$ cat config.mk
export PLATFORM = sky130hd
export DESIGN_NAME = srec_record_loader_top
export DESIGN_NICKNAME = d
export VERILOG_FILES = /design/src/rtl/srec_pkg.sv /design/src/rtl/srec_ctrl.sv /design/src/rtl/srec_dp.sv /design/src/rtl/srec_record_loader_top.sv
export SDC_FILE = /design/constraint.sdc
export NUM_CORES = 1
export LEC_CHECK = 0
export BUFFER_PORTS_ARGS = -buffer_cell sky130_fd_sc_hd__buf_2
export CAP_MARGIN = 0
export CORE_MARGIN = 1
export CORE_UTILIZATION = 56
export CTS_CLUSTER_DIAMETER = 100
export DETAILED_ROUTE_END_ITERATION = 12
export HOLD_SLACK_MARGIN = 0.1
export PLACE_DENSITY = 0.86
export SLEW_MARGIN = 20
export SYNTH_ARGS = -nofsm -noshare
export SYNTH_HDL_FRONTEND = slang
export SYNTH_SLANG_ARGS = --single-unit
$ cat constraint.sdc
create_clock -name aclk -period 5.9 [get_ports aclk]
set_input_delay 1.18 -clock aclk [delete_from_list [all_inputs] [get_ports aclk]]
set_output_delay 1.18 -clock aclk [all_outputs]
set_load 0.01 [all_outputs]
$ cat src/rtl/srec_pkg.sv
// ----------------------------------------------------------------------------
// srec_pkg: shared types and constants for the S-record loader
// State encoding, result kinds, ASCII codes, and the control/status bundles
// that run between the controller and the datapath.
// ----------------------------------------------------------------------------
package srec_pkg;

    localparam int MAX_RECORD_CHARS_DEF = 80;

    localparam logic [1:0] KIND_WRITE = 2'd0;
    localparam logic [1:0] KIND_START = 2'd1;
    localparam logic [1:0] KIND_ERROR = 2'd2;

    localparam logic CFG_BASE_ADDRESS   = 1'b0;
    localparam logic CFG_MIN_BYTE_COUNT = 1'b1;

    localparam logic [7:0] CH_S  = 8'h53;
    localparam logic [7:0] CH_NL = 8'h0A;
    localparam logic [7:0] CH_0  = 8'h30;
    localparam logic [7:0] CH_1  = 8'h31;
    localparam logic [7:0] CH_2  = 8'h32;
    localparam logic [7:0] CH_3  = 8'h33;
    localparam logic [7:0] CH_4  = 8'h34;
    localparam logic [7:0] CH_7  = 8'h37;
    localparam logic [7:0] CH_8  = 8'h38;
    localparam logic [7:0] CH_9  = 8'h39;
    localparam logic [7:0] CH_A  = 8'h41;
    localparam logic [7:0] CH_F  = 8'h46;

    typedef enum logic [2:0] {
        ST_START,
        ST_BYPASS,
        ST_TYPE,
        ST_COUNT,
        ST_BODY,
        ST_EMIT_RD,
        ST_EMIT_WR,
        ST_HALT
    } ctl_state_t;

    typedef struct packed {
        logic rec_start;
        logic load_type;
        logic count_char;
        logic body_char;
        logic start_emit;
        logic emit_step;
        logic out_err;
        logic out_start;
        logic out_data;
    } srec_cmd_t;

    typedef struct packed {
        logic c_is_s;
        logic c_is_nl;
        logic c_is_digit;
        logic c_is_4;
        logic c_is_hex;
        logic second_digit;
        logic cnt_bad;
        logic full;
        logic done;
        logic sum_ok;
        logic is_data;
        logic is_start;
        logic ndata_zero;
        logic emit_last;
        logic slot_free;
    } srec_sts_t;

    function automatic logic [3:0] hex_val(input logic [7:0] c);
        logic [7:0] d;
        d = 8'd0;
        if (c >= CH_0 && c <= CH_9) d = c - CH_0;
        else if (c >= CH_A && c <= CH_F) d = c - CH_A + 8'd10;
        return d[3:0];
    endfunction

    // Address width in bytes by record type character.
    function automatic logic [2:0] addr_bytes(input logic [7:0] t);
        logic [2:0] n;
        n = 3'd0;
        if (t == CH_1 || t == CH_9) n = 3'd2;
        else if (t == CH_2 || t == CH_8) n = 3'd3;
        else if (t == CH_3 || t == CH_7) n = 3'd4;
        return n;
    endfunction

endpackage

$ cat src/rtl/srec_ctrl.sv
// ----------------------------------------------------------------------------
// srec_ctrl: record parser sequencer
// Walks line/type/count/body phases, then steps the byte write-out.
// ----------------------------------------------------------------------------
module srec_ctrl
    import srec_pkg::*;
(
    input  logic       aclk,
    input  logic       aresetn,
    input  logic       s_valid,
    output logic       s_ready,
    input  srec_sts_t  sts,
    output srec_cmd_t  cmd,
    output ctl_state_t state
);

    ctl_state_t state_reg, state_next;
    logic       acc;

    assign state = state_reg;

    always_ff @(posedge aclk) begin
        if (!aresetn) begin
            state_reg <= ST_START;
        end else begin
            state_reg <= state_next;
        end
    end

    always_comb begin
        state_next = state_reg;
        cmd        = '0;
        s_ready    = 1'b0;
        acc        = 1'b0;
        unique case (state_reg)
            ST_START, ST_BYPASS, ST_TYPE, ST_COUNT, ST_BODY: begin
                s_ready = sts.slot_free;
            end
            ST_HALT: begin
                s_ready = 1'b1;
            end
            default: begin
                s_ready = 1'b0;
            end
        endcase
        acc = s_valid && s_ready;

        unique case (state_reg)
            ST_START: begin
                if (acc) begin
                    if (sts.c_is_s) begin
                        cmd.rec_start = 1'b1;
                        state_next    = ST_TYPE;
                    end else if (!sts.c_is_nl) begin
                        state_next = ST_BYPASS;
                    end
                end
            end
            ST_BYPASS: begin
                if (acc && sts.c_is_nl) state_next = ST_START;
            end
            ST_TYPE: begin
                if (acc) begin
                    if (!sts.c_is_digit) begin
                        cmd.out_err = 1'b1;
                        state_next  = ST_HALT;
                    end else begin
                        cmd.load_type = 1'b1;
                        state_next    = sts.c_is_4 ? ST_BYPASS : ST_COUNT;
                    end
                end
            end
            ST_COUNT: begin
                if (acc) begin
                    if (!sts.c_is_hex || (sts.second_digit && sts.cnt_bad)) begin
                        cmd.out_err = 1'b1;
                        state_next  = ST_HALT;
                    end else begin
                        cmd.count_char = 1'b1;
                        if (sts.second_digit) state_next = ST_BODY;
                    end
                end
            end
            ST_BODY: begin
                if (acc) begin
                    if (!sts.c_is_hex || sts.full || (sts.done && !sts.sum_ok)) begin
                        cmd.out_err = 1'b1;
                        state_next  = ST_HALT;
                    end else begin
                        cmd.body_char = 1'b1;
                        if (sts.done) begin
                            state_next = ST_BYPASS;
                            if (sts.is_data && !sts.ndata_zero) begin
                                cmd.start_emit = 1'b1;
                                state_next     = ST_EMIT_RD;
                            end else if (sts.is_start) begin
                                cmd.out_start = 1'b1;
                            end
                        end
                    end
                end
            end
            ST_EMIT_RD: begin
                state_next = ST_EMIT_WR;
            end
            ST_EMIT_WR: begin
                if (sts.slot_free) begin
                    cmd.out_data  = 1'b1;
                    cmd.emit_step = 1'b1;
                    state_next    = sts.emit_last ? ST_BYPASS : ST_EMIT_RD;
                end
            end
            ST_HALT: begin
                state_next = ST_HALT;
            end
            default: begin
                state_next = ST_START;
            end
        endcase
    end

endmodule

$ cat src/rtl/srec_dp.sv
// ----------------------------------------------------------------------------
// srec_dp: S-record datapath
// Hex decode, checksum, address assembly, data byte buffer, output register.
// ----------------------------------------------------------------------------
module srec_dp
    import srec_pkg::*;
#(
    parameter int MAX_RECORD_CHARS = MAX_RECORD_CHARS_DEF
) (
    input  logic        aclk,
    input  logic        aresetn,
    input  logic        cfg_we,
    input  logic        cfg_index,
    input  logic [31:0] cfg_data,
    input  logic [7:0]  s_in_char,
    input  srec_cmd_t   cmd,
    output srec_sts_t   sts,
    input  logic        m_ready,
    output logic        m_valid,
    output logic [1:0]  m_kind,
    output logic [31:0] m_target_address,
    output logic [7:0]  m_data_byte,
    output logic        m_last
);

    localparam int DEPTH = MAX_RECORD_CHARS / 2;
    localparam int DW    = $clog2(DEPTH);

    logic [31:0] base_reg;
    logic [7:0]  min_reg;
    logic [7:0]  type_reg;
    logic [7:0]  char_count_reg;
    logic [3:0]  hi_nib_reg;
    logic [7:0]  count_reg;
    logic [7:0]  sum_reg;
    logic [31:0] addr_reg;
    logic [31:0] emit_base_reg;
    logic [DW-1:0] emit_idx_reg;
    logic [7:0]  rd_data_reg;
    logic [7:0]  mem [DEPTH];

    logic        m_valid_reg;
    logic [1:0]  m_kind_reg;
    logic [31:0] m_addr_reg;
    logic [7:0]  m_data_reg;
    logic        m_last_reg;

    logic [3:0]  nib;
    logic [7:0]  cur_byte;
    logic [2:0]  nab;
    logic [7:0]  nab8;
    logic [7:0]  k;
    logic [7:0]  wr_idx;
    logic [7:0]  ndata;
    logic        is_digit;

    assign nib      = hex_val(s_in_char);
    assign cur_byte = {hi_nib_reg, nib};
    assign nab      = addr_bytes(type_reg);
    assign nab8     = {5'd0, nab};
    assign k        = {1'b0, char_count_reg[7:1]} - 8'd1;
    assign wr_idx   = k - 8'd1 - nab8;
    assign ndata    = count_reg - 8'd1 - nab8;
    assign is_digit = (s_in_char >= CH_0) && (s_in_char <= CH_9);

    always_comb begin
        sts.c_is_s       = (s_in_char == CH_S);
        sts.c_is_nl      = (s_in_char == CH_NL);
        sts.c_is_digit   = is_digit;
        sts.c_is_4       = (s_in_char == CH_4);
        sts.c_is_hex     = is_digit || ((s_in_char >= CH_A) && (s_in_char <= CH_F));
        sts.second_digit = char_count_reg[0];
        sts.cnt_bad      = (cur_byte < min_reg) || (cur_byte < (nab8 + 8'd1));
        sts.full         = ({1'b0, char_count_reg} >= 9'(MAX_RECORD_CHARS));
        sts.done         = ({1'b0, char_count_reg} == (9'd3 + {count_reg, 1'b0}));
        sts.sum_ok       = (~sum_reg == cur_byte);
        sts.is_data      = (type_reg == CH_1) || (type_reg == CH_2) || (type_reg == CH_3);
        sts.is_start     = (type_reg == CH_7) || (type_reg == CH_8) || (type_reg == CH_9);
        sts.ndata_zero   = (ndata == 8'd0);
        sts.emit_last    = ({{(8-DW){1'b0}}, emit_idx_reg} == (ndata - 8'd1));
        sts.slot_free    = !m_valid_reg || m_ready;
    end

    // configuration
    always_ff @(posedge aclk) begin
        if (!aresetn) begin
            base_reg <= 32'd0;
            min_reg  <= 8'd3;
        end else if (cfg_we) begin
            unique case (cfg_index)
                CFG_BASE_ADDRESS:   base_reg <= cfg_data;
                CFG_MIN_BYTE_COUNT: min_reg  <= cfg_data[7:0];
                default: ;
            endcase
        end
    end

    // parse registers
    always_ff @(posedge aclk) begin
        if (!aresetn) begin
            char_count_reg <= 8'd0;
            count_reg      <= 8'd0;
            emit_idx_reg   <= '0;
        end else begin
            if (cmd.rec_start) begin
                char_count_reg <= 8'd1;
                addr_reg       <= 32'd0;
            end
            if (cmd.load_type) begin
                type_reg       <= s_in_char;
                char_count_reg <= 8'd2;
            end
            if (cmd.count_char) begin
                char_count_reg <= char_count_reg + 8'd1;
                hi_nib_reg     <= nib;
                if (char_count_reg[0]) begin
                    count_reg <= cur_byte;
                    sum_reg   <= cur_byte;
                end
            end
            if (cmd.body_char) begin
                char_count_reg <= char_count_reg + 8'd1;
                hi_nib_reg     <= nib;
                if (char_count_reg[0] && (k < count_reg)) begin
                    sum_reg <= sum_reg + cur_byte;
                    if (k <= nab8) addr_reg <= {addr_reg[23:0], cur_byte};
                end
            end
            if (cmd.start_emit) begin
                emit_base_reg <= base_reg + addr_reg;
                emit_idx_reg  <= '0;
            end
            if (cmd.emit_step) emit_idx_reg <= emit_idx_reg + 1'b1;
        end
    end

    // data byte buffer
    always_ff @(posedge aclk) begin
        if (cmd.body_char && char_count_reg[0] && (k < count_reg) && (k > nab8)) begin
            mem[wr_idx[DW-1:0]] <= cur_byte;
        end
        rd_data_reg <= mem[emit_idx_reg];
    end

    // output register
    always_ff @(posedge aclk) begin
        if (!aresetn) begin
            m_valid_reg <= 1'b0;
        end else begin
            if (m_ready) m_valid_reg <= 1'b0;
            if (cmd.out_err || cmd.out_start || cmd.out_data) m_valid_reg <= 1'b1;
        end
        if (cmd.out_err) begin
            m_kind_reg <= KIND_ERROR;
            m_addr_reg <= 32'd0;
            m_data_reg <= 8'd0;
            m_last_reg <= 1'b1;
        end else if (cmd.out_start) begin
            m_kind_reg <= KIND_START;
            m_addr_reg <= base_reg + addr_reg;
            m_data_reg <= 8'd0;
            m_last_reg <= 1'b1;
        end else if (cmd.out_data) begin
            m_kind_reg <= KIND_WRITE;
            m_addr_reg <= emit_base_reg + {{(32-DW){1'b0}}, emit_idx_reg};
            m_data_reg <= rd_data_reg;
            m_last_reg <= sts.emit_last;
        end
    end

    assign m_valid          = m_valid_reg;
    assign m_kind           = m_kind_reg;
    assign m_target_address = m_addr_reg;
    assign m_data_byte      = m_data_reg;
    assign m_last           = m_last_reg;

endmodule

$ cat src/rtl/srec_record_loader_top.sv
// ----------------------------------------------------------------------------
// srec_record_loader_top: Motorola S-record loader
// One ASCII character per input word; emits byte writes, start address, error.
// ----------------------------------------------------------------------------
// Timing: a result word (error, start address) is registered into the output
//   register as its character is taken; each data byte after the checksum
//   character takes a buffer read, then an output load when the slot is free.
// Throughput: one character per cycle while parsing and the output slot is
//   free; write-out adds a read on the single read port and an output load.
// Reset: synchronous, active low; parser returns to start of line, halt
//   clears, base_address = 0, min_byte_count = 3. Byte buffer is not cleared.
module srec_record_loader_top
    import srec_pkg::*;
#(
    parameter int MAX_RECORD_CHARS = MAX_RECORD_CHARS_DEF
) (
    input  logic        aclk,
    input  logic        aresetn,
    input  logic        cfg_valid,
    output logic        cfg_ready,
    input  logic        cfg_index,
    input  logic [31:0] cfg_data,
    input  logic        s_valid,
    output logic        s_ready,
    input  logic [7:0]  s_in_char,
    output logic        m_valid,
    input  logic        m_ready,
    output logic [1:0]  m_kind,
    output logic [31:0] m_target_address,
    output logic [7:0]  m_data_byte,
    output logic        m_last
);

    srec_cmd_t  cmd;
    srec_sts_t  sts;
    ctl_state_t state;

    // config writes are always taken
    assign cfg_ready = 1'b1;

    srec_ctrl u_ctrl (
        .aclk    (aclk),
        .aresetn (aresetn),
        .s_valid (s_valid),
        .s_ready (s_ready),
        .sts     (sts),
        .cmd     (cmd),
        .state   (state)
    );

    srec_dp #(
        .MAX_RECORD_CHARS (MAX_RECORD_CHARS)
    ) u_dp (
        .aclk             (aclk),
        .aresetn          (aresetn),
        .cfg_we           (cfg_valid && cfg_ready),
        .cfg_index        (cfg_index),
        .cfg_data         (cfg_data),
        .s_in_char        (s_in_char),
        .cmd              (cmd),
        .sts              (sts),
        .m_ready          (m_ready),
        .m_valid          (m_valid),
        .m_kind           (m_kind),
        .m_target_address (m_target_address),
        .m_data_byte      (m_data_byte),
        .m_last           (m_last)
    );

    // at most one kind of result loaded per cycle
    a_one_load: assert property (@(posedge aclk) disable iff (!aresetn)
        $onehot0({cmd.out_err, cmd.out_start, cmd.out_data}))
        else $error("multiple output loads");

    // a load never overwrites a word still waiting
    a_slot_free: assert property (@(posedge aclk) disable iff (!aresetn)
        (cmd.out_err || cmd.out_start || cmd.out_data) |-> (!m_valid || m_ready))
        else $error("output word overwritten");

    // halt is sticky
    a_halt_sticky: assert property (@(posedge aclk) disable iff (!aresetn)
        (state == ST_HALT) |=> (state == ST_HALT))
        else $error("left halt");

    // error word is a lone, final word with zero payload
    a_err_form: assert property (@(posedge aclk) disable iff (!aresetn)
        (m_valid && m_kind == KIND_ERROR) |-> (m_last && m_target_address == 32'd0))
        else $error("bad error word");

endmodule

Yosys cells after proc, flatten, opt, wreduce, memory -nomap -nowiden --
Memories as Yosys holds them, arrays and structs flattened. A register that Yosys moved wholly into a read port is not among the register bits. Index checks and enable logic that the tools add are counted.
Storage, ports and cells: bits in registers 193, memory bits (writable) 320, output and inout bits 46, logic and storage cells 194, memories 1
Operators by class: add/subtract/negate cells 16, magnitude comparators 10, equality and inequality tests 28, multiplexer cells 75, bitwise logic cells 2, reduce and logical (&&, ||, !) cells 46
Memory list:
- u_dp.mem | words 40, width 8, rd ports 1, clocked after memory_dff 1, write ports 1, line srec_dp.sv:40 | logic [7:0] mem [DEPTH];
Operator list (count):
- 2-to-1 mux 32 bit | 6
- 2-to-1 mux 8 bit | 8
- == test 8 x 6 -> 1 bit, second input constant | 7
- 2-to-1 mux 3 bit | 18
- adder 32 bit | 1
- adder 32 x 6 -> 32 bit | 1
- 2-to-1 mux 1 bit | 27
- < comparator 8 bit | 3
- one-hot mux 3 bit (8 select lines) | 1
- >= comparator 8 x 7 -> 1 bit, second input constant | 2
- 2-to-1 mux 4 bit | 4
- subtractor 8 x 1 -> 8 bit, second input constant | 2
- logical OR 1 bit | 15
- 2-to-1 mux 2 bit | 7
- == test 3 bit, second input constant | 4
- 2-to-1 mux 6 bit | 2
- != test 2 x 1 -> 1 bit, second input constant | 6
- AND reduction 2 bit | 6
- logical AND 1 bit | 11
- adder 2 x 9 -> 9 bit, first input constant | 1
- == test 8 x 9 -> 1 bit | 1
- AND reduction 9 bit | 1
- adder 8 x 1 -> 8 bit, second input constant | 1
- adder 8 bit | 1
- other kinds (32) | 41

Depth between registers and ports, before layout --
depth after elaboration 19, gate-level depth with buffers 20, gate-level depth less buffers 19

Cells and area by module --
Synthesis repeated with hierarchy kept, for this count alone.
Unflattened totals: cell total of the unflattened synthesis 1935, area total of the unflattened synthesis 25086.6 um^2
By module, submodules not included:
- srec_dp | times used 1, cells an instance 1864, area an instance 24608.6 um^2, seq. area each 14413.8 um^2
- srec_ctrl | times used 1, cells an instance 69, area an instance 466.7 um^2, seq. area each 60.1 um^2
- srec_record_loader_top | times used 1, cells an instance 2, area an instance 11.3 um^2, seq. area each 0.0 um^2

Worst setup path after synthesis --
No wires, ideal clock.
path kind input port to flip-flop, start point in s_in_char[2], end point reg u_dp.emit_base_reg[0], enable pin, setup time 0.421 ns, arrival time 5.967 ns, setup slack -0.488 ns, cell stages on the path 10, buffers on the path 1, cells stage by stage buf_2 > o21bai_1 > a2111oi_4 > a21oi_2 > nor2_1 > ha_1 > nand3_1 > or3_1 > or3_1 > nor2_1
Between the ends: word-level cells in the longest chain between the ends 12, elaborated cells on any way between the ends 22
Ends and longest elaborated chain:
- start: declaration | line srec_record_loader_top.sv:25 | input logic [7:0] s_in_char,
- subtractor 4 x 1 -> 4 bit, or another cell as far along | line srec_pkg.sv:75 | else if (c >= CH_A && c <= CH_F) d = c - CH_A + 8'd10;
- adder 4 bit / logical AND 1 bit (equally long branches) | line srec_pkg.sv:75
- 2-to-1 mux 4 bit | line srec_pkg.sv:75
- 2-to-1 mux 4 bit * | line srec_pkg.sv:74 | if (c >= CH_0 && c <= CH_9) d = c - CH_0;
- via u_dp.cur_byte[3] | line srec_dp.sv:49 | logic [7:0] cur_byte;
- == test 8 bit * | line srec_dp.sv:76 | sts.sum_ok = (~sum_reg == cur_byte);
- logical NOT 1 bit * | line srec_ctrl.sv:86 | if (!sts.c_is_hex || sts.full || (sts.done && !sts.sum_ok)) begin
- logical AND 1 bit * | line srec_ctrl.sv:86
- logical OR 1 bit * | line srec_ctrl.sv:86
- 2-to-1 mux 2 bit * | line srec_ctrl.sv:86
- 2-to-1 mux 2 bit * | line srec_ctrl.sv:85 | if (acc) begin
- 2-to-1 mux 2 bit * | line srec_ctrl.sv:48 | unique case (state_reg)
- AND reduction 2 bit (no line) *
- end signal: assignment | line srec_dp.sv:130 | emit_base_reg <= base_reg + addr_reg;
- end: declaration | line srec_dp.sv:37 | logic [31:0] emit_base_reg;
Mark *: on every way through the listed nets, which the timed path passes. The rest lies on a longest branch. A chain may end at the register's enable or synchronous reset.

Worst setup path in the final report --
start point in s_in_char[3], end point mem u_dp.mem[0][2], enable pin
Between the ends: word-level cells in the longest chain between the ends 16, elaborated cells on any way between the ends 26
Ends and longest elaborated chain:
- >= comparator 8 x 7 -> 1 bit / <= comparator 8 x 7 -> 1 bit (equally long branches) | line srec_pkg.sv:75
- logical AND 1 bit | line srec_pkg.sv:75
- 2-to-1 mux 4 bit | line srec_pkg.sv:75
- 2-to-1 mux 4 bit * | line srec_pkg.sv:74
- via u_dp.cur_byte[2] | line srec_dp.sv:49
- == test 8 bit * | line srec_dp.sv:76
- logical NOT 1 bit * | line srec_ctrl.sv:86
- logical AND 1 bit * | line srec_ctrl.sv:86
- logical OR 1 bit * | line srec_ctrl.sv:86
- 2-to-1 mux 2 bit * | line srec_ctrl.sv:86
- 2-to-1 mux 2 bit * | line srec_ctrl.sv:85
- 2-to-1 mux 2 bit * | line srec_ctrl.sv:48
- logical AND 1 bit * (3 in series) | line srec_dp.sv:139 | if (cmd.body_char && char_count_reg[0] && (k < count_reg) && (k > nab8)) begin
- 2-to-1 mux 1 bit * | line srec_dp.sv:139
- 2-to-1 mux 1 bit (not written as such) * | line srec_dp.sv:140 | mem[wr_idx[DW-1:0]] <= cur_byte;
- end: declaration | line srec_dp.sv:40
Marks and branches as above.

==> impl_metrics.json <==
{
  "status": "finished clean",
  "dieArea_um2": 44700,
  "synth_edf_count": 404,
  "setup-tns-final_ns": 0,
  "die_y_um": 211,
  "final_layout_size_suffix_gt1_frac": 0.170,
  "ant_nets": 0,
  "layoutNonFillerInstCount": 2713,
  "crit_type": "in -> reg",
  "largest_reg_flops": 320,
  "final_common_cell": "edfxtp_1",
  "clock_latency_ns": 0.60,
  "ys_ff_latch": 521,
  "drc": 0,
  "fp-row-count": 76,
  "hold_viol_final": 0,
  "power_leakage_nw": 9.85,
  "core_um2": 43200,
  "seq_power_share": 0.523,
  "async_reset_ff_frac": 0,
  "vdd_drop_max_uv": 209,
  "cts_max_level": 2,
  "max_stage_delay_ns": 0.73,
  "timing.final.crit_share": 0.907,
  "place.gp.congestion": 0.917,
  "cp.depth": 17,
  "cts_resized": 0,
  "cts_sinks": 521,
  "initial_utilization": 0.568,
  "cp_cell_sequence": "buf_2 -> or4b_4 -> a211oi_2 -> and2_1 -> inv_1 -> o21ai_0 -> a21oi_1 -> inv_1 -> ha_1 -> nand3_1 -> or3_1 -> and2_1 -> or4_1 -> nor3_4 -> nand3_1 -> nor2_1 -> buf_4",
  "avgSynthCellArea_um2": 12.5,
  "drv_slew": 0,
  "antenna_found_initial": 0,
  "rsz0062_at_grt": "false",
  "worst_hold_slack_ns": 0.441,
  "grt_start_max_net_pins": 86,
  "cts-root-buf": "clkbuf_16",
  "pwr-share-clk": 0.407,
  "grt_pass1_vias": 16800,
  "yosysUniqueCellTypes": 79,
  "cpLargestDelayFamily": "simple AND/OR/NAND/NOR gates",
  "syn_to_final_growth_pct": 12.5,
  "r2r_cells": 15,
  "layout.nets": 2216,
  "ys_seq_area_frac": 0.590,
  "start_kind": "input port",
  "worst_pin_slew_ns": 1.11,
  "final_cell_mix": "404 x edfxtp_1, 263 x nand2_1, 136 x a21oi_1, 134 x nor2_1, 114 x dfxtp_1",
  "drtPass1Iterations": 6,
  "grt_pass1_wl_um": 96100,
  "cts_tree": "done",
  "hold_class": "reg -> reg",
  "power_frac_comb": 0.069,
  "worstPathRequired_ns": 6.20,
  "hold_buffers": 0,
  "io_pins": 92,
  "yosys_warnings": 0,
  "detailroute.via_count": 17300,
  "fin_crit_ns": 5.35,
  "clock_skew_ns": 0.0348,
  "hpwlAfterDp_um": 40900,
  "clkTransAtPathRegs_ns": 0.06,
  "syn_area_um2": 24500,
  "swShare": 0.234,
  "grt.overflow.total": 0,
  "via_per_inst": 6.37,
  "crit_buf_inv": 4,
  "endpoint_kind": "flop",
  "numPortBuffers": 90,
  "max_clock_freq_ghz": 0.187,
  "max-clock-path-buffers": 3,
  "holdPathStages": 2,
  "synthCells": 1962,
  "cts_setup_buffers": 0,
  "power.density_nw_per_um2": 283,
  "drt_iter0_drc": 2217,
  "p_sw_w": 0.00182,
  "p_total_w": 0.00781,
  "grt_use_total": 0.285,
  "cts-buffers-inserted": 50,
  "final-setup-viol-count": 0,
  "wl_um": 63400,
  "arrival_ns": 5.65,
  "drv_cap": 0,
  "internal-power_w": 0.00598,
  "die-width_um": 211,
  "fin_util": 0.639,
  "synth_ff_type": "edfxtp_1",
  "max_slew_margin": 0.260,
  "wire_per_inst_um": 23.4,
  "slowest_stage": "or4_1",
  "dp.cells": 2618,
  "n_fill_cell": 3017,
  "worstPathMaxFanout": 9
}
[final timing paths]
path                                     startpoint             endpoint  slack [ns]
worst min-delay path            u_dp.rd_data_reg[6]  u_dp.m_data_byte[6]        0.44
worst max-delay path                   s_in_char[3]       u_dp.mem[0][2]        0.55
worst max register to register     u_dp.type_reg[6]      u_ctrl.state[2]        1.25
worst min register to register  u_dp.rd_data_reg[6]  u_dp.m_data_byte[6]        0.44
[cells by family (layout without fill, tap and decap cells)]
logic type / after synthesis / in the layout / synth area share
other cells: 1 / 3 / 0.000153
flops: 521 / 521 / 0.590
compound gates: 369 / 369 / 0.0945
mux: 114 / 114 / 0.0955
xor+xnor: 91 / 91 / 0.0325
simple gates: 633 / 633 / 0.119
fa+ha+maj: 85 / 85 / 0.0449
buf+inv: 148 / 312 / 0.0234
[worst register-to-register path, cell delays in order, from the launching register on]
cell	delay (ns)
edfxtp_1	0.41
nand4bb_1	0.30
nor4_1	0.67
inv_1	0.16
ha_1	0.24
inv_1	0.07
fa_1	0.20
xor2_1	0.30
and3_1	0.39
nand2_1	0.10
a211o_1	0.32
a21oi_1	0.14
o21bai_1	0.10
a2111oi_2	0.77
nand2_1	0.12
a32o_1	0.23
[cells in the mapped netlist (16+ instances only)]
master	instances	area (um2)
nor3_1	32	160
and3_1	17	106
clkbuf_1	72	270
nor2_1	137	514
xnor2_1	54	473
nor2b_1	22	138
nand3_1	66	330
nand4_1	16	100
ha_1	80	1000
o21ai_0	70	350
inv_1	54	203
a21o_1	29	218
mux2i_1	17	170
nand2_1	263	987
a22oi_1	16	120
dfxtp_1	117	2340
xor2_1	37	324
edfxtp_1	404	12100
a211oi_1	21	158
a21oi_1	136	681
mux4_2	96	2160
[power by group through the flow]
stage | Combinational, W | Clock, W | Sequential, W
global route | 0.000593 | 0.00333 | 0.00409
CTS | 0.000535 | 0.00320 | 0.00408
finish | 0.000543 | 0.00318 | 0.00408
global placement | 0.000508 | 0 | 0.00415
detailed placement | 0.000528 | 0 | 0.00416
floorplan | 0.000357 | 0 | 0.00413
[cell type report]
type,instances,area [um2],area share
multi-input cells,1294,9530,0.345
well taps,585,732,0.0265
diodes,1,2.50,0.0000907
flip-flops and latches,521,14500,0.525
clock buffers,62,1310,0.0473
clock inverters,32,333,0.0121
repair buffers,163,1000,0.0363
inverters,55,206,0.00748
[routing by layer]
metal  GRT usage  routed length [um]
met4       0.131                3080
met5           0                   0
met3      0.0478                6150
met1       0.365               23400
met2       0.477               30800
[through the flow]
| stage | worst slack [ns] | cell area [um2] |
|---|---|---|
| finish | 0.549 | 27600 |
| global route | 0.379 | 27600 |
| CTS | 0.676 | 27600 |
| detailed placement | 0.0784 | 25900 |
| global placement | 0.241 | 25900 |
| floorplan | 0.156 | 24500 |
(Power assumes the default switching activity.)
